--- src/rtl/lgqg_pkg.sv ---
package lgqg_pkg;

  localparam int unsigned GradeW = 3;
  localparam int unsigned LevelW = 2;
  localparam int unsigned HoldW  = 8;
  localparam int unsigned IndexW = 3;
  localparam int unsigned DataW  = 8;

  typedef logic [GradeW-1:0] grade_t;
  typedef logic [LevelW-1:0] level_t;

  // configuration register indexes
  typedef enum logic [IndexW-1:0] {
    REG_CEILING         = 3'd0,
    REG_HOLD_SAMPLES    = 3'd1,
    REG_SINGLE_STEP     = 3'd2,
    REG_START_QUALITY   = 3'd3,
    REG_EXTERNAL_LOCK   = 3'd4
  } cfg_reg_t;

  // link grade codes
  localparam grade_t GRADE_UNKNOWN   = 3'd0;
  localparam grade_t GRADE_POOR      = 3'd1;
  localparam grade_t GRADE_FAIR      = 3'd2;
  localparam grade_t GRADE_GOOD      = 3'd3;
  localparam grade_t GRADE_EXCELLENT = 3'd4;

  // quality levels
  localparam level_t LEVEL_THUMB = 2'd0;
  localparam level_t LEVEL_LOW   = 2'd1;
  localparam level_t LEVEL_HD    = 2'd2;
  localparam level_t LEVEL_FHD   = 2'd3;

  // reset values
  localparam level_t            CEILING_RST = LEVEL_FHD;
  localparam logic [HoldW-1:0]  HOLD_RST    = 8'd3;
  localparam logic              STEP_RST    = 1'b1;
  localparam level_t            START_RST   = LEVEL_HD;
  localparam logic              LOCK_RST    = 1'b0;

  // grade to level, clamped to the ceiling
  function automatic level_t grade_level(grade_t grade, level_t ceiling);
    level_t lvl;
    unique case (grade)
      GRADE_POOR:      lvl = LEVEL_THUMB;
      GRADE_FAIR:      lvl = LEVEL_LOW;
      GRADE_GOOD:      lvl = LEVEL_HD;
      GRADE_EXCELLENT: lvl = LEVEL_FHD;
      default:         lvl = LEVEL_HD;
    endcase
    return (lvl > ceiling) ? ceiling : lvl;
  endfunction

endpackage

--- src/rtl/lgqg_if.sv ---
interface lgqg_sample_if import lgqg_pkg::*; ();
  logic   valid;
  logic   ready;
  grade_t link_grade;

  modport source (output valid, output link_grade, input ready);
  modport sink (input valid, input link_grade, output ready);
endinterface

interface lgqg_result_if import lgqg_pkg::*; ();
  logic   valid;
  logic   ready;
  level_t quality_level;
  logic   apply_change;

  modport source (output valid, output quality_level, output apply_change, input ready);
  modport sink (input valid, input quality_level, input apply_change, output ready);
endinterface

interface lgqg_cfg_if import lgqg_pkg::*; ();
  logic              valid;
  logic              ready;
  logic [IndexW-1:0] index;
  logic [DataW-1:0]  data;

  modport source (output valid, output index, output data, input ready);
  modport sink (input valid, input index, input data, output ready);
endinterface

--- src/rtl/link_grade_quality_governor_core.sv ---
// link-grade quality governor
//
// sample channel: one link-grade beat per sample. result channel: one beat
// per sample carrying the current quality target and an apply flag that is
// high when the target moved on that sample and the external lock is off.
// cfg channel: register writes (index, data), always ready; write only while
// no sample is in flight.
//
// pipeline: a sample beat accepted into the input register moves on to the
// result register, which drives result valid. throughput is one sample per
// cycle while results are taken; the governor state updates in the cycle a
// sample moves from input to result register if no cfg write lands in it.
//
// when the receiver stalls, the result register holds its beat and the input
// register takes one more sample; sample ready then drops until the result
// is taken. ready is combinational from result ready.
//
// reset (rst, synchronous): pipeline empty, registers at their defaults
// (ceiling fhd, hold 3, single step on, target hd, lock off), hold count 0.
module link_grade_quality_governor_core import lgqg_pkg::*; #(
  parameter int unsigned HOLD_MAX = 255
) (
  input  logic         clk,
  input  logic         rst,
  lgqg_sample_if.sink  sample,
  lgqg_result_if.source result,
  lgqg_cfg_if.sink     cfg
);

  // hold counter wide enough to saturate at HOLD_MAX
  localparam int unsigned CntW = $clog2(HOLD_MAX + 1);
  // common width for the hold compare
  localparam int unsigned CmpW = (CntW > HoldW) ? CntW : HoldW;

  // configuration registers
  level_t            level_cap;
  logic [HoldW-1:0]  hold_samples;
  logic              single_step;
  logic              external_lock;

  // governor state
  level_t            current_level;
  level_t            pending_level;
  logic [CntW-1:0]   hold_count;

  level_t            current_level_next;
  level_t            pending_level_next;
  logic [CntW-1:0]   hold_count_next;
  logic              changed;

  // input register
  logic              in_valid;
  grade_t            grade;

  // result register
  logic              out_valid;
  level_t            out_level;
  logic              out_apply;

  logic              out_free;
  logic              advance;

  assign out_free     = !out_valid || result.ready;
  assign advance      = in_valid && out_free;
  assign sample.ready = !in_valid || out_free;
  assign cfg.ready    = 1'b1;

  assign result.valid         = out_valid;
  assign result.quality_level = out_level;
  assign result.apply_change  = out_apply;

  // one pass of the hysteresis rule on the registered grade
  always_comb begin
    level_t            lvl;
    logic [CntW-1:0]   cnt_inc;
    logic [HoldW-1:0]  need;
    level_t            step;

    lvl     = grade_level(grade, level_cap);
    cnt_inc = (hold_count == CntW'(HOLD_MAX)) ? hold_count : hold_count + 1'b1;
    need    = (hold_samples == '0) ? HoldW'(1) : hold_samples;
    step    = current_level + 1'b1;

    current_level_next = current_level;
    pending_level_next = pending_level;
    hold_count_next    = hold_count;
    changed            = 1'b0;

    priority if (grade == GRADE_UNKNOWN) begin
      // unknown grade drops any pending promotion
      hold_count_next    = '0;
      pending_level_next = current_level;
    end else if (lvl < current_level) begin
      // demotion is immediate
      current_level_next = lvl;
      pending_level_next = lvl;
      hold_count_next    = '0;
      changed            = 1'b1;
    end else if (lvl == current_level) begin
      hold_count_next    = '0;
      pending_level_next = current_level;
    end else begin
      // promotion candidate: count consecutive agreeing samples
      if (lvl == pending_level) begin
        hold_count_next = cnt_inc;
      end else begin
        pending_level_next = lvl;
        hold_count_next    = CntW'(1);
      end
      if (CmpW'(hold_count_next) >= CmpW'(need)) begin
        // commit; single step limits the climb to one level
        if (single_step && ({1'b0, pending_level_next} > ({1'b0, current_level} + 3'd1))) begin
          current_level_next = step;
        end else begin
          current_level_next = pending_level_next;
        end
        hold_count_next = '0;
        changed         = 1'b1;
      end
    end
  end

  // configuration and governor state
  always_ff @(posedge clk) begin
    if (rst) begin
      level_cap       <= CEILING_RST;
      hold_samples    <= HOLD_RST;
      single_step     <= STEP_RST;
      external_lock   <= LOCK_RST;
      current_level   <= START_RST;
      pending_level   <= START_RST;
      hold_count      <= '0;
    end else if (cfg.valid) begin
      unique case (cfg.index)
        REG_CEILING:         level_cap       <= cfg.data[LevelW-1:0];
        REG_HOLD_SAMPLES:    hold_samples    <= cfg.data[HoldW-1:0];
        REG_SINGLE_STEP:     single_step     <= cfg.data[0];
        REG_START_QUALITY: begin
          // reload the target and drop any pending promotion
          current_level <= cfg.data[LevelW-1:0];
          pending_level <= cfg.data[LevelW-1:0];
          hold_count    <= '0;
        end
        REG_EXTERNAL_LOCK:   external_lock   <= cfg.data[0];
        default: ;
      endcase
    end else if (advance) begin
      current_level <= current_level_next;
      pending_level <= pending_level_next;
      hold_count    <= hold_count_next;
    end
  end

  // input register control
  always_ff @(posedge clk) begin
    if (rst) begin
      in_valid <= 1'b0;
    end else if (sample.ready) begin
      in_valid <= sample.valid;
    end
  end

  // input register payload
  always_ff @(posedge clk) begin
    if (sample.valid && sample.ready) begin
      grade <= sample.link_grade;
    end
  end

  // result register control
  always_ff @(posedge clk) begin
    if (rst) begin
      out_valid <= 1'b0;
    end else if (out_free) begin
      out_valid <= in_valid;
    end
  end

  // result register payload
  always_ff @(posedge clk) begin
    if (advance) begin
      out_level <= current_level_next;
      out_apply <= changed && !external_lock;
    end
  end

endmodule
--- src/flat_wrapper.sv ---
// flat-port wrapper written by rule: the top's interface ports become plain ports
module link_grade_quality_governor_core_flat import lgqg_pkg::*;
#(
  parameter int unsigned HOLD_MAX = 255
)
  (clk, rst, sample_valid, sample_link_grade, sample_ready, result_valid, result_quality_level, result_apply_change, result_ready, cfg_valid, cfg_index, cfg_data, cfg_ready);
  lgqg_sample_if sample_i ();
  lgqg_result_if result_i ();
  lgqg_cfg_if cfg_i ();
  input  logic clk;
  input  logic rst;
  input wire logic [$bits(sample_i.valid)-1:0] sample_valid;
  input wire logic [$bits(sample_i.link_grade)-1:0] sample_link_grade;
  output wire logic [$bits(sample_i.ready)-1:0] sample_ready;
  output wire logic [$bits(result_i.valid)-1:0] result_valid;
  output wire logic [$bits(result_i.quality_level)-1:0] result_quality_level;
  output wire logic [$bits(result_i.apply_change)-1:0] result_apply_change;
  input wire logic [$bits(result_i.ready)-1:0] result_ready;
  input wire logic [$bits(cfg_i.valid)-1:0] cfg_valid;
  input wire logic [$bits(cfg_i.index)-1:0] cfg_index;
  input wire logic [$bits(cfg_i.data)-1:0] cfg_data;
  output wire logic [$bits(cfg_i.ready)-1:0] cfg_ready;
  assign sample_i.valid = sample_valid;
  assign sample_i.link_grade = sample_link_grade;
  assign sample_ready = sample_i.ready;
  assign result_valid = result_i.valid;
  assign result_quality_level = result_i.quality_level;
  assign result_apply_change = result_i.apply_change;
  assign result_i.ready = result_ready;
  assign cfg_i.valid = cfg_valid;
  assign cfg_i.index = cfg_index;
  assign cfg_i.data = cfg_data;
  assign cfg_ready = cfg_i.ready;
  link_grade_quality_governor_core #(.HOLD_MAX(HOLD_MAX)) u_core (.clk(clk), .rst(rst), .sample(sample_i), .result(result_i), .cfg(cfg_i));
endmodule
--- config.mk ---
export PLATFORM = sky130hd
export DESIGN_NAME = link_grade_quality_governor_core_flat
export DESIGN_NICKNAME = d
export VERILOG_FILES = /design/src/rtl/lgqg_pkg.sv /design/src/rtl/lgqg_if.sv /design/src/rtl/link_grade_quality_governor_core.sv /design/src/flat_wrapper.sv
export SDC_FILE = /design/constraint.sdc
export NUM_CORES = 1
export LEC_CHECK = 0
export ABC_AREA = 0
export BUFFER_PORTS_ARGS = -buffer_cell sky130_fd_sc_hd__buf_2
export CORE_ASPECT_RATIO = 1.2
export CORE_UTILIZATION = 50
export DETAILED_ROUTE_END_ITERATION = 8
export GPL_ROUTABILITY_DRIVEN = 0
export PLACE_DENSITY = 0.7
export SYNTH_ARGS = -nofsm -noshare
export SYNTH_HDL_FRONTEND = slang
export SYNTH_SLANG_ARGS = --single-unit
--- constraint.sdc ---
create_clock -name clk -period 4.6 [get_ports clk]
set_input_delay 0.92 -clock clk [delete_from_list [all_inputs] [get_ports clk]]
set_output_delay 0.92 -clock clk [all_outputs]
set_load 0.005 [all_outputs]
==> Word-level counts from Yosys, hierarchy flattened <==
Cells that the tools add are included.
{ "classes": {"reduce_logical": 18, "addsub": 3, "eq_ne": 11, "magnitude_cmp": 4, "muxes": 36} }
{ "op_table": {"columns": ["cell", "n"], "rows": [
  ["two-way mux 8 bit", 13],
  ["two-way mux 2 bit", 18],
  ["AND reduction 2 bit", 5],
  ["== test 3 x 2 -> 1 bit, second input constant", 3],
  ["adder 8 x 1 -> 8 bit, second input constant", 1],
  ["== test 8 bit, second input constant", 1],
  [">= comparator 8 bit", 1],
  ["logical NOT 8 bit", 1],
  ["== test 3 x 1 -> 1 bit, second input constant", 2],
  ["== test 3 bit, second input constant", 2],
  ["logical NOT 3 bit", 2],
  ["case mux 2 bit (3 select lines)", 1],
  ["== test 2 bit", 2],
  ["logical AND 1 bit", 4],
  ["two-way mux 1 bit", 4],
  ["adder 2 x 1 -> 3 bit, second input constant", 1],
  ["> comparator 2 x 3 -> 1 bit", 1],
  ["logical NOT 1 bit", 3],
  ["adder 2 x 1 -> 2 bit, second input constant", 1],
  ["> comparator 2 bit", 1],
  ["logical OR 1 bit", 2],
  ["less-than comparator 2 bit", 1],
  ["!= test 2 x 1 -> 1 bit, second input constant", 1],
  ["nonzero test 2 bit", 1]
]} }
{ "word_totals": {"wordCells": 84, "out_inout_bits": 6, "register_bits": 32} }

==> Logic depth before layout (Yosys ltp) <==
Gate-level depths: netlist of the first run.
{ "depth": {"ltp_word": 18, "mapped_depth": 18} }

==> Worst setup path before layout of the first run <==
No wires, ideal clock.
{ "synth_timing": {"kind": "register to register", "from": "register u_core.grade[1]", "to": "register u_core.hold_count[0]", "setup_slack_ns": 0.827, "arrival_time_ns": 3.702, "path_buffers": 0, "path_stages_with_launch": 18, "t_required_ns": 4.529, "cell_sequence": "edfxtp_1 xor2_1 nand2b_1 ha_1 nor2b_1 o21ai_2 mux2i_4 xnor2_2 nor2b_1 and2_1 ha_1 nor2b_1 o211a_1 o311ai_2 nand3_2 nor4b_4 o21ai_1 a21oi_1"} }
{ "synth_between": {"elab_chain_cells": 16} }
{ "synth_rtl": {"columns": ["element", "line_no", "text"], "rows": [
  ["from (decl)", "link_grade_quality_governor_core.sv:53", "grade_t grade;"],
  ["from (signal assigned)", "link_grade_quality_governor_core.sv:166", "grade <= sample.link_grade;"],
  ["== test 3 bit, or another cell as far along", "lgqg_pkg.sv:44", "unique case (grade)"],
  ["case mux 2 bit (3 select lines)", "lgqg_pkg.sv:44", null],
  ["> comparator 2 bit", "lgqg_pkg.sv:51", "return (lvl > ceiling) ? ceiling : lvl;"],
  ["two-way mux 2 bit", "lgqg_pkg.sv:51", null],
  ["== test 2 bit", "link_grade_quality_governor_core.sv:104", "if (lvl == pending_level) begin"],
  ["two-way mux 8 bit", "link_grade_quality_governor_core.sv:104", null],
  ["two-way mux 8 bit", "link_grade_quality_governor_core.sv:99", "end else if (lvl == current_level) begin"],
  ["two-way mux 8 bit", "link_grade_quality_governor_core.sv:93", "end else if (lvl < current_level) begin"],
  ["two-way mux 8 bit", "link_grade_quality_governor_core.sv:89", "priority if (grade == GRADE_UNKNOWN) begin"],
  [">= comparator 8 bit", "link_grade_quality_governor_core.sv:110", "if (CmpW'(hold_count_next) >= CmpW'(need)) begin"],
  ["two-way mux 8 bit", "link_grade_quality_governor_core.sv:110", null],
  ["two-way mux 8 bit", "link_grade_quality_governor_core.sv:99", null],
  ["two-way mux 8 bit", "link_grade_quality_governor_core.sv:93", null],
  ["two-way mux 8 bit (*)", "link_grade_quality_governor_core.sv:89", null],
  ["two-way mux 8 bit (*)", "link_grade_quality_governor_core.sv:147", "end else if (advance) begin"],
  ["two-way mux 8 bit (*)", "link_grade_quality_governor_core.sv:133", "end else if (cfg.valid) begin"],
  ["to (signal assigned)", "link_grade_quality_governor_core.sv:150", "hold_count <= hold_count_next;"],
  ["to (decl)", "link_grade_quality_governor_core.sv:44", "logic [CntW-1:0] hold_count;"]
]} }
Every way passes the cells marked *; elsewhere a longest branch is shown, timed or not. The select of a mux whose other input is x is not followed.
A chain may end at the register's enable or synchronous reset.

==> Worst setup path in the final report of the first run <==
{ "layout_timing": {"from": "register u_core.grade[1]", "to": "register u_core.current_level[1]"} }
{ "layout_between": {"elab_chain_cells": 18} }
{ "layout_rtl": {"columns": ["element", "line_no", "text"], "rows": [
  ["parallel branches: the longest is 15 deep, another holds >= comparator 8 bit", null, null],
  ["two-way mux 2 bit (*)", "link_grade_quality_governor_core.sv:89", null],
  ["via u_core.current_level_next[1]", "link_grade_quality_governor_core.sv:46", "level_t current_level_next;"],
  ["two-way mux 2 bit (*)", "link_grade_quality_governor_core.sv:147", null],
  ["two-way mux 2 bit (*)", "link_grade_quality_governor_core.sv:133", null],
  ["to (signal assigned)", "link_grade_quality_governor_core.sv:140", "current_level <= cfg.data[LevelW-1:0];"],
  ["to (signal assigned)", "link_grade_quality_governor_core.sv:148", "current_level <= current_level_next;"],
  ["to (decl)", "link_grade_quality_governor_core.sv:42", "level_t current_level;"]
]} }
Mark *: on every way through the listed nets, which the timed path passes. The select of a mux whose other input is x is not followed.

==> metrics.txt, run 1 <==
# TYPE chip_impl_metric gauge
chip_impl_metric{name="cts-buffers-inserted",unit=""} 5
chip_impl_metric{name="timing.max_cap.violations",unit=""} 0
chip_impl_metric{name="finalHoldViolations",unit=""} 0
chip_impl_metric{name="max_freq",unit="MHz"} 242
chip_impl_metric{name="powerDensity",unit="nW/um2"} 283
chip_impl_metric{name="routed_wirelength",unit="um"} 4340
chip_impl_metric{name="design.final.nets",unit=""} 295
chip_impl_metric{name="clock_insertion_delay_worst_skew",unit="ns"} 0.28
chip_impl_metric{name="post_cts.resized_instances",unit=""} 0
chip_impl_metric{name="r2r_setup_slack",unit="ns"} 0.47
chip_impl_metric{name="period_minus_slack",unit="ns"} 4.13
chip_impl_metric{name="via_count",unit=""} 1745
chip_impl_metric{name="clock_sink_count",unit=""} 32
chip_impl_metric{name="start_util",unit="%"} 51.8
chip_impl_metric{name="grt_max_degree",unit=""} 23
chip_impl_info{name="postSynth.topFlopCell",value="sky130_fd_sc_hd__dfxtp_1"} 1
chip_impl_metric{name="grt_pass1_wl",unit="um"} 7620
chip_impl_metric{name="clk_transition_reported_paths",unit="ns"} 0.07
chip_impl_metric{name="synth_area",unit="um2"} 2030
chip_impl_metric{name="postSynth.asyncResetShare",unit="%"} 0
chip_impl_metric{name="cts-htree-levels",unit=""} 2
chip_impl_info{name="critical_path.startpoint_type",value="flip-flop"} 1
chip_impl_metric{name="dr.first_iter.drc_count",unit=""} 42
chip_impl_metric{name="timing.clock.skew",unit="ns"} 0.00735
chip_impl_metric{name="synth_edf_count",unit=""} 6
chip_impl_info{name="r2r-end",value="u_core.current_level[1]$_SDFFE_PP1P_"} 1
chip_impl_metric{name="io_buffers",unit=""} 23
chip_impl_metric{name="ioPinCount",unit=""} 25
chip_impl_metric{name="synth.ff_latch_count",unit=""} 32
chip_impl_metric{name="synth_sequential_area_ratio",unit="%"} 34.6
chip_impl_info{name="worstSetupEndpoint",value="u_core.current_level[1]$_SDFFE_PP1P_"} 1
chip_impl_metric{name="post_route_fraction_of_the_period_consumed_by_the_critical_path",unit="%"} 89.7
chip_impl_metric{name="slew-limit-headroom",unit="%"} 55.9
chip_impl_metric{name="power.ir.vdd_worst",unit="V"} 0.000154
chip_impl_metric{name="final-setup-viol-count",unit=""} 0
chip_impl_metric{name="fp.dieArea",unit="um2"} 4310
chip_impl_metric{name="crit_fanout",unit=""} 6
chip_impl_metric{name="power.static_leakage",unit="uW"} 0.000973
chip_impl_metric{name="post_drt_via_cell_ratio",unit=""} 5.56
chip_impl_metric{name="row_cnt",unit=""} 25
chip_impl_metric{name="layout-area-overhead-vs-synth",unit="%"} 12.8
chip_impl_info{name="hold_path.class",value="flip-flop to flip-flop"} 1
chip_impl_metric{name="utilization",unit="%"} 58.5
chip_impl_metric{name="syn_nets",unit=""} 269
chip_impl_metric{name="detail_route.first_pass.iterations",unit=""} 4
chip_impl_metric{name="worstMarginPinSlew",unit="ns"} 0.656
chip_impl_info{name="r2r-start",value="u_core.grade[1]$_DFFE_PP_"} 1
chip_impl_metric{name="ctsLongestPathBuffers",unit=""} 2
chip_impl_metric{name="die-height",unit="um"} 71.7
chip_impl_metric{name="post_synth.cell_area_avg",unit="um2"} 8.70
chip_impl_metric{name="netlist_instances",unit=""} 233
chip_impl_metric{name="grtUsageTotal",unit="%"} 23.3
chip_impl_info{name="critical_path_class",value="flip-flop to flip-flop"} 1
chip_impl_info{name="status",value="completed"} 1
chip_impl_metric{name="remaining_routing_drc_violations",unit=""} 0
chip_impl_metric{name="n_antenna_cell",unit=""} 0
chip_impl_metric{name="final_max_slew_viol_count",unit=""} 0
chip_impl_metric{name="dp_hpwl",unit="um"} 3310
chip_impl_metric{name="worst-r2r-cell-count",unit=""} 17
chip_impl_metric{name="total_congestion_overflow_after_global_routing",unit=""} 0
chip_impl_metric{name="fin_tns_setup",unit="ns"} 0
chip_impl_metric{name="hold_buffers",unit=""} 0
chip_impl_metric{name="initial_antenna_violation_count",unit=""} 0
chip_impl_info{name="cts_tree",value="yes"} 1
chip_impl_metric{name="first_global_vias",unit=""} 1758
chip_impl_metric{name="avgRoutedWirePerCell",unit="um"} 13.8
chip_impl_metric{name="final_layout_size_suffix_gt1_share",unit="%"} 15.8
chip_impl_metric{name="timing.hold.worst_path_depth",unit=""} 2
chip_impl_info{name="clock-root-buffer",value="sky130_fd_sc_hd__clkbuf_8"} 1
chip_impl_metric{name="floorplan_core_area",unit="um2"} 3910
chip_impl_info{name="timing.critical_path.from",value="u_core.grade[1]$_DFFE_PP_"} 1
chip_impl_metric{name="timing.critical_path.arrival",unit="ns"} 4.30
chip_impl_info{name="grt_setup_unrepaired",value="false"} 1
chip_impl_metric{name="worst_ep_required_time",unit="ns"} 4.77
chip_impl_metric{name="die_w",unit="um"} 60.1
chip_impl_metric{name="synth.yosys.warnings",unit=""} 0
chip_impl_metric{name="unique_cell_type_count_in_the_yosys_netlist",unit=""} 53
chip_impl_metric{name="ant_nets",unit=""} 0
chip_impl_info{name="setup.worst_path.end_class",value="flip-flop"} 1
cell type report:
class                      count  area (um2)
multi-input combinational    175        1220
inverter                      18        67.6
clock buffer                   7        76.3
tap                           54        67.6
timing repair buffer          27         145
clock inverter                 1        5.00
sequential                    32         701
fill                         368        1620
logic make-up after synthesis:
| kind of cell | share of synthesized area [%] |
|---|---|
| and+or+nand+nor | 21.7 |
| muxes | 7.04 |
| other | 0.185 |
| buffers and inverters | 5.06 |
| adders and majority gates | 10.5 |
| xor gates and xnor gates | 2.53 |
| DFF | 34.6 |
| AOI/OAI and AO/OA | 18.5 |
stage by stage:
stage	instances	instance area (um2)	hold slack [ns]	setup WS, ns	total power, uW
3_5_place_dp	305	2200	0.491	0.315	445
2_1_floorplan	233	2030	0.444	0.827	407
6_report	314	2290	0.499	0.472	647
4_1_cts	313	2280	0.506	0.291	652
3_3_place_gp	305	2200	0.478	0.407	442
5_1_grt	314	2290	0.528	0.122	683
synth_stat cells (all sizes together) (2+ instances only):
| cell | count | area share (%) |
|---|---|---|
| edfxtp | 6 | 8.9 |
| nand2b | 5 | 1.5 |
| a211oi | 2 | 0.99 |
| or3 | 2 | 0.62 |
| a22oi | 4 | 1.5 |
| nor2b | 6 | 1.9 |
| nor2 | 33 | 6.1 |
| o21ai | 6 | 1.7 |
| nand2 | 20 | 3.7 |
| a32oi | 3 | 1.3 |
| buf | 3 | 0.80 |
| nor3 | 6 | 1.5 |
| inv | 18 | 3.3 |
| a21o | 2 | 0.74 |
| o311ai | 3 | 1.7 |
| a21oi | 11 | 2.7 |
| and2 | 3 | 0.93 |
| ha | 17 | 10 |
| nor4b | 2 | 1.6 |
| dfxtp | 26 | 26 |
| nand3 | 5 | 1.5 |
| o211ai | 3 | 1.1 |
| a31oi | 4 | 1.2 |
| and3 | 4 | 1.2 |
| clkbuf | 5 | 0.93 |
| mux2i | 13 | 7.0 |
| a221oi | 2 | 0.86 |
| xnor2 | 4 | 2.1 |
cells in the final DEF, fill, tap and decap left out, drive strengths merged, types with 5 or more instances in the layout:
cell,synthesis,routed
nor2,33,33
o21ai,6,6
edfxtp,6,6
clkbuf,5,7
mux2i,13,13
dfxtp,26,26
ha,17,17
a21oi,11,11
nor3,6,6
buf,3,27
nand2b,5,5
nor2b,6,6
nand2,20,20
nand3,5,5
inv,18,18
per-layer routing:
metal / wire, um / GRT usage (%) / share of wire, %
met2: 2250 / 41.6 / 52
met5: 0 / 0 / 0
met3: 118 / 4.51 / 2.7
met4: 59 / 8.53 / 1.4
met1: 1920 / 26.7 / 44
what timing repair did:
| item | CTS | global route |
|---|---|---|
| endpoints found under the setup margin | 0 | 8 |
| buffers inserted | 0 | 1 |
| endpoints found under the hold margin | 0 | 0 |
critical path, cell delays in order (launching register included):
cell	delay (ns)
sky130_fd_sc_hd__edfxtp_1	0.44
sky130_fd_sc_hd__xor2_1	0.19
sky130_fd_sc_hd__nand2b_1	0.09
sky130_fd_sc_hd__ha_1	0.29
sky130_fd_sc_hd__nor2b_1	0.14
sky130_fd_sc_hd__o21ai_2	0.21
sky130_fd_sc_hd__mux2i_4	0.37
sky130_fd_sc_hd__xnor2_2	0.16
sky130_fd_sc_hd__nor2b_1	0.28
sky130_fd_sc_hd__and2_1	0.19
sky130_fd_sc_hd__ha_1	0.24
sky130_fd_sc_hd__nor2b_1	0.14
sky130_fd_sc_hd__o211a_1	0.21
sky130_fd_sc_hd__o311ai_2	0.30
sky130_fd_sc_hd__nand3_2	0.15
sky130_fd_sc_hd__nand2_1	0.16
sky130_fd_sc_hd__a211oi_2	0.11
sky130_fd_sc_hd__o41a_1	0.36
state kept, by name, indices dropped and copies added, names as in the netlist:
| name | cells |
|---|---|
| u_core.hold_count | 8 |
| u_core.current_level | 2 |
| u_core.single_step | 1 |
| u_core.result.apply_change | 1 |
| u_core.result.valid | 1 |
| u_core.grade | 3 |
| u_core.pending_level | 2 |
| u_core.result.quality_level | 2 |
| u_core.hold_samples | 8 |
| u_core.external_lock | 1 |
| u_core.in_valid | 1 |
| u_core.level_cap | 2 |
worst min path at each step:
| stage | from | to | slack (ns) |
|---|---|---|---|
| global route | u_core.hold_samples[7]$_SDFFE_PP0P_ | u_core.hold_samples[7]$_SDFFE_PP0P_ | 0.53 |
| global placement | u_core.external_lock$_SDFFE_PP0P_ | u_core.external_lock$_SDFFE_PP0P_ | 0.48 |
| floorplan | u_core.hold_samples[0]$_SDFFE_PP1P_ | u_core.hold_samples[0]$_SDFFE_PP1P_ | 0.44 |
| detailed placement | u_core.external_lock$_SDFFE_PP0P_ | u_core.external_lock$_SDFFE_PP0P_ | 0.49 |
| CTS | u_core.external_lock$_SDFFE_PP0P_ | u_core.result.apply_change$_DFFE_PP_ | 0.51 |
| finish | u_core.hold_samples[2]$_SDFFE_PP0P_ | u_core.hold_samples[2]$_SDFFE_PP0P_ | 0.50 |
report_power, final:
part	switching [uW]	leakage [uW]	internal, uW
combinational	78.2	0.000662	57.7
clock	101	0.0000422	106
sequential	7.08	0.000268	297
total	186	0.000973	460
Power figures use the tool's default switching activity.
==> run 2, diff against run 1 <==
- PLACE_DENSITY: 0.7 -> 0.73
- clock period: 4.6 -> 3.6 ns (I/O delays scaled with it)
==> metrics.txt, run 2 (synthesis results as in run 1) <==
# TYPE chip_impl_metric gauge
chip_impl_info{name="cts_tree",value="yes"} 1
chip_impl_metric{name="fin_tns_setup",unit="ns"} -3.73
chip_impl_metric{name="timing.critical_path.arrival",unit="ns"} 4.13
chip_impl_metric{name="n_antenna_cell",unit=""} 0
chip_impl_metric{name="max_freq",unit="MHz"} 252
chip_impl_metric{name="post_route_fraction_of_the_period_consumed_by_the_critical_path",unit="%"} 110
chip_impl_info{name="grt_setup_unrepaired",value="true"} 1
chip_impl_info{name="critical_path_class",value="flip-flop to flip-flop"} 1
chip_impl_metric{name="detail_route.first_pass.iterations",unit=""} 4
chip_impl_metric{name="power.ir.vdd_worst",unit="V"} 0.000238
chip_impl_info{name="critical_path.startpoint_type",value="flip-flop"} 1
chip_impl_metric{name="avgRoutedWirePerCell",unit="um"} 14.9
chip_impl_metric{name="worst-r2r-cell-count",unit=""} 20
chip_impl_info{name="layout_top_registers",value="u_core.hold_count x8, u_core.hold_samples x8, u_core.grade x3"} 1
chip_impl_metric{name="timing.clock.skew",unit="ns"} 0.00283
chip_impl_metric{name="io_buffers",unit=""} 23
chip_impl_info{name="failing_checks",value="negative setup slack"} 1
chip_impl_metric{name="dp_hpwl",unit="um"} 3500
chip_impl_metric{name="final_layout_size_suffix_gt1_share",unit="%"} 29.8
chip_impl_metric{name="critical_path_depth",unit=""} 20
chip_impl_info{name="mostFrequentLayoutCells",value="sky130_fd_sc_hd__nor2_1, sky130_fd_sc_hd__dfxtp_1, sky130_fd_sc_hd__buf_2"} 1
chip_impl_metric{name="timing.critical_path.buf_inv",unit=""} 3
chip_impl_info{name="timing.critical_path.cells",value="xnor2_1, nor2_1, inv_1, ha_4, nand2_4, o21ai_4, mux2i_4, xnor2_4, nand2b_4, buf_6, nor2_4, ha_4, a31oi_1, nor2b_1, o311ai_4, nand3_2, buf_4, nand2_4, a211oi_2, o41a_1"} 1
chip_impl_metric{name="final_max_slew_viol_count",unit=""} 0
chip_impl_metric{name="powerDensity",unit="nW/um2"} 342
chip_impl_metric{name="post_dp_cell_area",unit="um2"} 2330
chip_impl_metric{name="ioPinCount",unit=""} 25
chip_impl_info{name="final_common_cell",value="sky130_fd_sc_hd__nor2_1"} 1
chip_impl_metric{name="cts-buffers-inserted",unit=""} 5
chip_impl_info{name="clock-root-buffer",value="sky130_fd_sc_hd__clkbuf_8"} 1
chip_impl_metric{name="crit_fanout",unit=""} 6
chip_impl_metric{name="die_w",unit="um"} 60.1
chip_impl_metric{name="total_congestion_overflow_after_global_routing",unit=""} 0
chip_impl_metric{name="clk_transition_reported_paths",unit="ns"} 0.07
chip_impl_metric{name="post_drt_via_cell_ratio",unit=""} 5.50
chip_impl_info{name="status",value="finished, violations left"} 1
chip_impl_metric{name="largest_incremental_delay_on_the_critical_path",unit="ns"} 0.43
chip_impl_metric{name="via_count",unit=""} 1847
chip_impl_metric{name="worst_ep_required_time",unit="ns"} 3.77
chip_impl_metric{name="ant_nets",unit=""} 0
chip_impl_info{name="critical-path-top-delay-family",value="compound AO/OA/AOI/OAI gates"} 1
chip_impl_metric{name="finalHoldViolations",unit=""} 0
chip_impl_metric{name="design.final.nets",unit=""} 317
chip_impl_info{name="cp_slowest_cell",value="sky130_fd_sc_hd__edfxtp_1"} 1
chip_impl_metric{name="final-setup-viol-count",unit=""} 13
chip_impl_metric{name="worstMarginPinSlew",unit="ns"} 0.742
chip_impl_metric{name="initial_antenna_violation_count",unit=""} 0
chip_impl_metric{name="start_util",unit="%"} 51.8
chip_impl_metric{name="fp.dieArea",unit="um2"} 4310
chip_impl_metric{name="grtUsageTotal",unit="%"} 23.0
chip_impl_metric{name="clock_sink_count",unit=""} 32
chip_impl_metric{name="grt_max_degree",unit=""} 23
chip_impl_info{name="hold_path.class",value="flip-flop to flip-flop"} 1
chip_impl_metric{name="row_cnt",unit=""} 25
chip_impl_metric{name="slew-limit-headroom",unit="%"} 50.2
chip_impl_metric{name="layout-area-overhead-vs-synth",unit="%"} 31.7
chip_impl_metric{name="clock_insertion_delay_worst_skew",unit="ns"} 0.28
chip_impl_metric{name="layout.cell_area.non_filler",unit="um2"} 2670
chip_impl_metric{name="cts-htree-levels",unit=""} 2
chip_impl_metric{name="timing.max_cap.violations",unit=""} 0
chip_impl_metric{name="grt_pass1_wl",unit="um"} 7470
chip_impl_metric{name="period_minus_slack",unit="ns"} 3.97
chip_impl_metric{name="remaining_routing_drc_violations",unit=""} 0
chip_impl_metric{name="dr.first_iter.drc_count",unit=""} 103
chip_impl_metric{name="setup_ws",unit="ns"} -0.366
chip_impl_metric{name="timing.hold.worst_path_depth",unit=""} 2
chip_impl_metric{name="ctsLongestPathBuffers",unit=""} 2
chip_impl_metric{name="floorplan_core_area",unit="um2"} 3910
chip_impl_metric{name="first_global_vias",unit=""} 1714
chip_impl_metric{name="routed_wirelength",unit="um"} 5000
chip_impl_metric{name="power.static_leakage",unit="uW"} 0.00112
chip_impl_metric{name="die-height",unit="um"} 71.7
chip_impl_info{name="setup.worst_path.end_class",value="flip-flop"} 1
==> run 2: cell types whose count changed in the layout (fill, tap and decap cells not counted), moves of 2 or more <==
| cell | previous run | this run |
|---|---|---|
| sky130_fd_sc_hd__buf_4 | 4 | 22 |
| sky130_fd_sc_hd__buf_6 | 0 | 4 |
| sky130_fd_sc_hd__ha_1 | 17 | 13 |
| sky130_fd_sc_hd__ha_4 | 0 | 4 |
| sky130_fd_sc_hd__nand2_1 | 20 | 17 |
| sky130_fd_sc_hd__nand2_4 | 0 | 3 |
| sky130_fd_sc_hd__nor2b_1 | 6 | 3 |
| sky130_fd_sc_hd__a32oi_1 | 3 | 1 |
| sky130_fd_sc_hd__a32oi_2 | 0 | 2 |
| sky130_fd_sc_hd__nor2b_4 | 0 | 2 |
==> run 2: worst register-to-register path, cell delays in order, from the launching register on <==
cell                       delay [ns]
sky130_fd_sc_hd__edfxtp_1        0.43
sky130_fd_sc_hd__xnor2_1         0.16
sky130_fd_sc_hd__nor2_1          0.18
sky130_fd_sc_hd__inv_1           0.12
sky130_fd_sc_hd__ha_4            0.30
sky130_fd_sc_hd__nand2_4         0.05
sky130_fd_sc_hd__o21ai_4         0.07
sky130_fd_sc_hd__mux2i_4         0.33
sky130_fd_sc_hd__xnor2_4         0.21
sky130_fd_sc_hd__nand2b_4        0.20
sky130_fd_sc_hd__buf_6           0.10
sky130_fd_sc_hd__nor2_4          0.04
sky130_fd_sc_hd__ha_4            0.24
sky130_fd_sc_hd__a31oi_1         0.18
sky130_fd_sc_hd__nor2b_1         0.09
sky130_fd_sc_hd__o311ai_4        0.29
sky130_fd_sc_hd__nand3_2         0.16
sky130_fd_sc_hd__buf_4           0.17
sky130_fd_sc_hd__nand2_4         0.08
sky130_fd_sc_hd__a211oi_2        0.09
sky130_fd_sc_hd__o41a_1          0.36
==> run 2: per-stage QoR <==
step / power [uW] / hold slack (ns) / utilization [%] / worst slack [ns] / cells
after floorplan: 526 / 0.444 / - / -0.148 / 233
after global placement: 592 / 0.483 / 59.5 / -0.378 / 319
after detailed placement: 595 / 0.490 / 59.5 / -0.448 / 319
after CTS: 880 / 0.499 / 64.1 / -0.279 / 331
after global routing: 951 / 0.530 / 68.3 / -0.517 / 336
final: 913 / 0.493 / 68.3 / -0.366 / 336
==> run 2: repair_timing <==
item / 4_1_cts / 5_1_grt
cloned: 0 / 0
endpoints found under the setup margin: 13 / 13
resized for setup: 14 / 18
hold buffers: 0 / 0
buffers inserted: 5 / 5
pin swaps: 18 / 17
==> run 2: area by class of cell <==
| class | count | area, um2 |
|---|---|---|
| timing repair buffer | 49 | 325 |
| sequential | 32 | 701 |
| tap | 54 | 67.6 |
| multi-input combinational | 175 | 1430 |
| clock inverter | 1 | 3.75 |
| inverter | 18 | 67.6 |
| fill | 301 | 1240 |
| clock buffer | 7 | 76.3 |
==> run 2: power breakdown <==
part | total [uW] | internal (uW) | switching, uW
logic | 259 | 124 | 135
clock network | 266 | 135 | 132
registers | 388 | 379 | 9.00
==> run 2: final timing paths <==
path                                                           from                                   end  slack (ns)
worst min-delay path            u_core.hold_samples[2]$_SDFFE_PP0P_   u_core.hold_samples[2]$_SDFFE_PP0P_        0.49
worst min register to register  u_core.hold_samples[2]$_SDFFE_PP0P_   u_core.hold_samples[2]$_SDFFE_PP0P_        0.49
worst max-delay path                      u_core.grade[1]$_DFFE_PP_  u_core.current_level[1]$_SDFFE_PP1P_       -0.37
worst max register to register            u_core.grade[1]$_DFFE_PP_  u_core.current_level[1]$_SDFFE_PP1P_       -0.37
==> run 2: routing by layer <==
| layer | vias to the layer above | track usage (%) | wire (um) |
|---|---|---|---|
| met5 | - | 0 | 0 |
| li1 | 930 | - | - |
| met2 | 46 | 39.6 | 2640 |
| met4 | 0 | 10.9 | 140 |
| met1 | 859 | 26.0 | 2070 |
| met3 | 12 | 5.23 | 147 |
==> run 3, diff against run 2 <==
- BUFFER_PORTS_ARGS: -buffer_cell sky130_fd_sc_hd__buf_2 -> -buffer_cell sky130_fd_sc_hd__buf_4
- SETUP_SLACK_MARGIN: default -> 0.5
==> metrics.txt, run 3 (synthesis results as in run 1) <==
# TYPE chip_impl_metric gauge
chip_impl_metric{name="remaining_routing_drc_violations",unit=""} 0
chip_impl_metric{name="ioPinCount",unit=""} 25
chip_impl_metric{name="start_util",unit="%"} 51.8
chip_impl_info{name="timing.critical_path.cells",value="xor2_1, nand2b_1, ha_4, nor2b_4, o21ai_4, mux2i_4, xnor2_4, nor2b_2, and2_4, ha_4, nor2b_4, o211a_1, o311ai_4, nand3_2, buf_4, nand2_4, a211oi_2, o41a_1"} 1
chip_impl_info{name="status",value="finished, violations left"} 1
chip_impl_info{name="critical_path.startpoint_type",value="flip-flop"} 1
chip_impl_info{name="final_common_cell",value="sky130_fd_sc_hd__buf_4"} 1
chip_impl_metric{name="seq_power_share",unit="%"} 37.5
chip_impl_metric{name="floorplan_core_area",unit="um2"} 3910
chip_impl_metric{name="routed_wirelength",unit="um"} 5370
chip_impl_metric{name="timing.clock.skew",unit="ns"} 0.00384
chip_impl_metric{name="die-height",unit="um"} 71.7
chip_impl_metric{name="fin_tns_setup",unit="ns"} -3.20
chip_impl_metric{name="max_freq",unit="MHz"} 257
chip_impl_metric{name="cts-htree-levels",unit=""} 2
chip_impl_metric{name="powerDensity",unit="nW/um2"} 363
chip_impl_metric{name="layout-area-overhead-vs-synth",unit="%"} 40.6
chip_impl_metric{name="nFillCells",unit=""} 273
chip_impl_metric{name="slew-limit-headroom",unit="%"} 46.1
chip_impl_metric{name="largest_incremental_delay_on_the_critical_path",unit="ns"} 0.44
chip_impl_metric{name="timing.hold.ws",unit="ns"} 0.500
chip_impl_metric{name="power_frac_comb",unit="%"} 29.0
chip_impl_metric{name="worst_ep_required_time",unit="ns"} 3.78
chip_impl_metric{name="dr.first_iter.drc_count",unit=""} 75
chip_impl_metric{name="final-setup-viol-count",unit=""} 13
chip_impl_metric{name="intPower",unit="uW"} 741
chip_impl_metric{name="dp_hpwl",unit="um"} 3380
chip_impl_metric{name="fp.dieArea",unit="um2"} 4310
chip_impl_metric{name="power.ir.vdd_worst",unit="V"} 0.000325
chip_impl_metric{name="design.final.nets",unit=""} 325
chip_impl_info{name="cts_tree",value="yes"} 1
chip_impl_info{name="critical_path_class",value="flip-flop to flip-flop"} 1
chip_impl_metric{name="post_dp_cell_area",unit="um2"} 2400
chip_impl_metric{name="clk_transition_reported_paths",unit="ns"} 0.07
chip_impl_metric{name="share_clk_of_total_power",unit="%"} 33.5
chip_impl_metric{name="power.static_leakage",unit="uW"} 0.00119
chip_impl_metric{name="first_global_vias",unit=""} 1739
chip_impl_metric{name="period_minus_slack",unit="ns"} 3.89
chip_impl_metric{name="cts-buffers-inserted",unit=""} 5
chip_impl_metric{name="final_layout_size_suffix_gt1_share",unit="%"} 34.5
chip_impl_metric{name="grt_pass1_wl",unit="um"} 7750
chip_impl_metric{name="switching_power",unit="uW"} 294
chip_impl_metric{name="ant_nets",unit=""} 0
chip_impl_metric{name="die_w",unit="um"} 60.1
chip_impl_info{name="failing_checks",value="negative setup slack"} 1
chip_impl_metric{name="initial_antenna_violation_count",unit=""} 0
chip_impl_metric{name="worstMarginPinSlew",unit="ns"} 0.802
chip_impl_metric{name="finalHoldViolations",unit=""} 0
chip_impl_metric{name="avgRoutedWirePerCell",unit="um"} 15.6
chip_impl_metric{name="setup_ws",unit="ns"} -0.289
chip_impl_metric{name="total_congestion_overflow_after_global_routing",unit=""} 0
chip_impl_metric{name="grt_max_degree",unit=""} 23
chip_impl_info{name="clock-root-buffer",value="sky130_fd_sc_hd__clkbuf_8"} 1
chip_impl_metric{name="report.power.total",unit="uW"} 1030
chip_impl_metric{name="post_route_fraction_of_the_period_consumed_by_the_critical_path",unit="%"} 108
chip_impl_metric{name="io_buffers",unit=""} 23
chip_impl_metric{name="via_count",unit=""} 1921
chip_impl_metric{name="grtUsageTotal",unit="%"} 24.1
chip_impl_metric{name="clock_insertion_delay_worst_skew",unit="ns"} 0.29
chip_impl_info{name="grt_setup_unrepaired",value="true"} 1
chip_impl_info{name="cp_slowest_cell",value="sky130_fd_sc_hd__edfxtp_1"} 1
chip_impl_info{name="layout_top_registers",value="u_core.hold_count x8, u_core.hold_samples x8, u_core.grade x3"} 1
chip_impl_metric{name="timing.max_cap.violations",unit=""} 0
chip_impl_metric{name="power_switching_share",unit="%"} 28.4
chip_impl_metric{name="ctsLongestPathBuffers",unit=""} 2
chip_impl_metric{name="clock_sink_count",unit=""} 32
chip_impl_metric{name="row_cnt",unit=""} 25
chip_impl_info{name="mostFrequentLayoutCells",value="sky130_fd_sc_hd__buf_4, sky130_fd_sc_hd__nor2_1, sky130_fd_sc_hd__dfxtp_1"} 1
chip_impl_metric{name="post_drt_via_cell_ratio",unit=""} 5.58
chip_impl_info{name="setup.worst_path.end_class",value="flip-flop"} 1
chip_impl_info{name="hold_path.class",value="flip-flop to flip-flop"} 1
chip_impl_metric{name="timing.critical_path.arrival",unit="ns"} 4.07
chip_impl_metric{name="crit_fanout",unit=""} 4
chip_impl_metric{name="r2r_setup_slack",unit="ns"} -0.29
chip_impl_metric{name="layout.cell_area.non_filler",unit="um2"} 2850
chip_impl_metric{name="final_max_slew_viol_count",unit=""} 0
chip_impl_metric{name="detail_route.first_pass.iterations",unit=""} 4
chip_impl_metric{name="n_antenna_cell",unit=""} 0
-- run 3: routing by layer --
metal  GRT usage (%)  share of wire (%)  wire (um)  up-vias
li1                -                  -          -      944
met1            29.3                 41       2180      896
met2            39.4                 52       2780       68
met3            4.15                4.2        228       13
met4            13.2                3.3        178        0
met5               0                  0          0        -
-- run 3: final timing paths --
| check | from | cells past startpoint | end |
|---|---|---|---|
| worst max-delay path | u_core.grade[1]$_DFFE_PP_ | 18 | u_core.current_level[1]$_SDFFE_PP1P_ |
| worst min-delay path | u_core.pending_level[1]$_SDFFE_PP1P_ | 2 | u_core.pending_level[1]$_SDFFE_PP1P_ |
| worst max register to register | u_core.grade[1]$_DFFE_PP_ | 18 | u_core.current_level[1]$_SDFFE_PP1P_ |
| worst min register to register | u_core.pending_level[1]$_SDFFE_PP1P_ | 2 | u_core.pending_level[1]$_SDFFE_PP1P_ |
-- run 3: what timing repair did --
action	in CTS	in global routing
resized for setup	12	28
endpoints found under the setup margin	14	15
pin swaps	19	25
endpoints found under the hold margin	0	0
gates cloned	0	0
buffers inserted	7	8
hold buffers	0	0
-- run 3: worst max-delay path: cells and delay by family (launching register included) --
family	cells	cell delay [ns]
AO/OA/AOI/OAI	5	1.19
AND/OR/NAND/NOR	7	0.91
flip-flops	1	0.44
adder cells (fa/ha/maj)	2	0.42
multiplexers	1	0.33
XOR/XNOR	2	0.31
buffers and inverters	1	0.17
-- run 3: power by group through the flow --
stage | Sequential, uW | Combinational [uW] | Clock, uW
2_1_floorplan | 394 | 132 | 0
3_3_place_gp | 395 | 209 | 0
3_5_place_dp | 395 | 209 | 0
4_1_cts | 388 | 243 | 352
5_1_grt | 389 | 320 | 365
6_report | 388 | 300 | 347
-- run 3: stage by stage --
stage               std cells  utilization, %  worst slack [ns]
global route              344            72.9            -0.539
detailed placement        321            61.3            -0.351
finish                    344            72.9            -0.289
floorplan                 233               -            -0.148
global placement          321            61.3            -0.359
CTS                       336            67.5            -0.223
-- run 3: final cells by class --
type / instances / area, um2 / share of cell area, %
sequential: 32 / 701 / 24.6
clock buffer: 6 / 72.6 / 2.55
inverter: 18 / 67.6 / 2.37
clock inverter: 2 / 35.0 / 1.23
multi-input combinational: 175 / 1460 / 51.1
tap: 54 / 67.6 / 2.37
timing repair buffer: 57 / 450 / 15.8
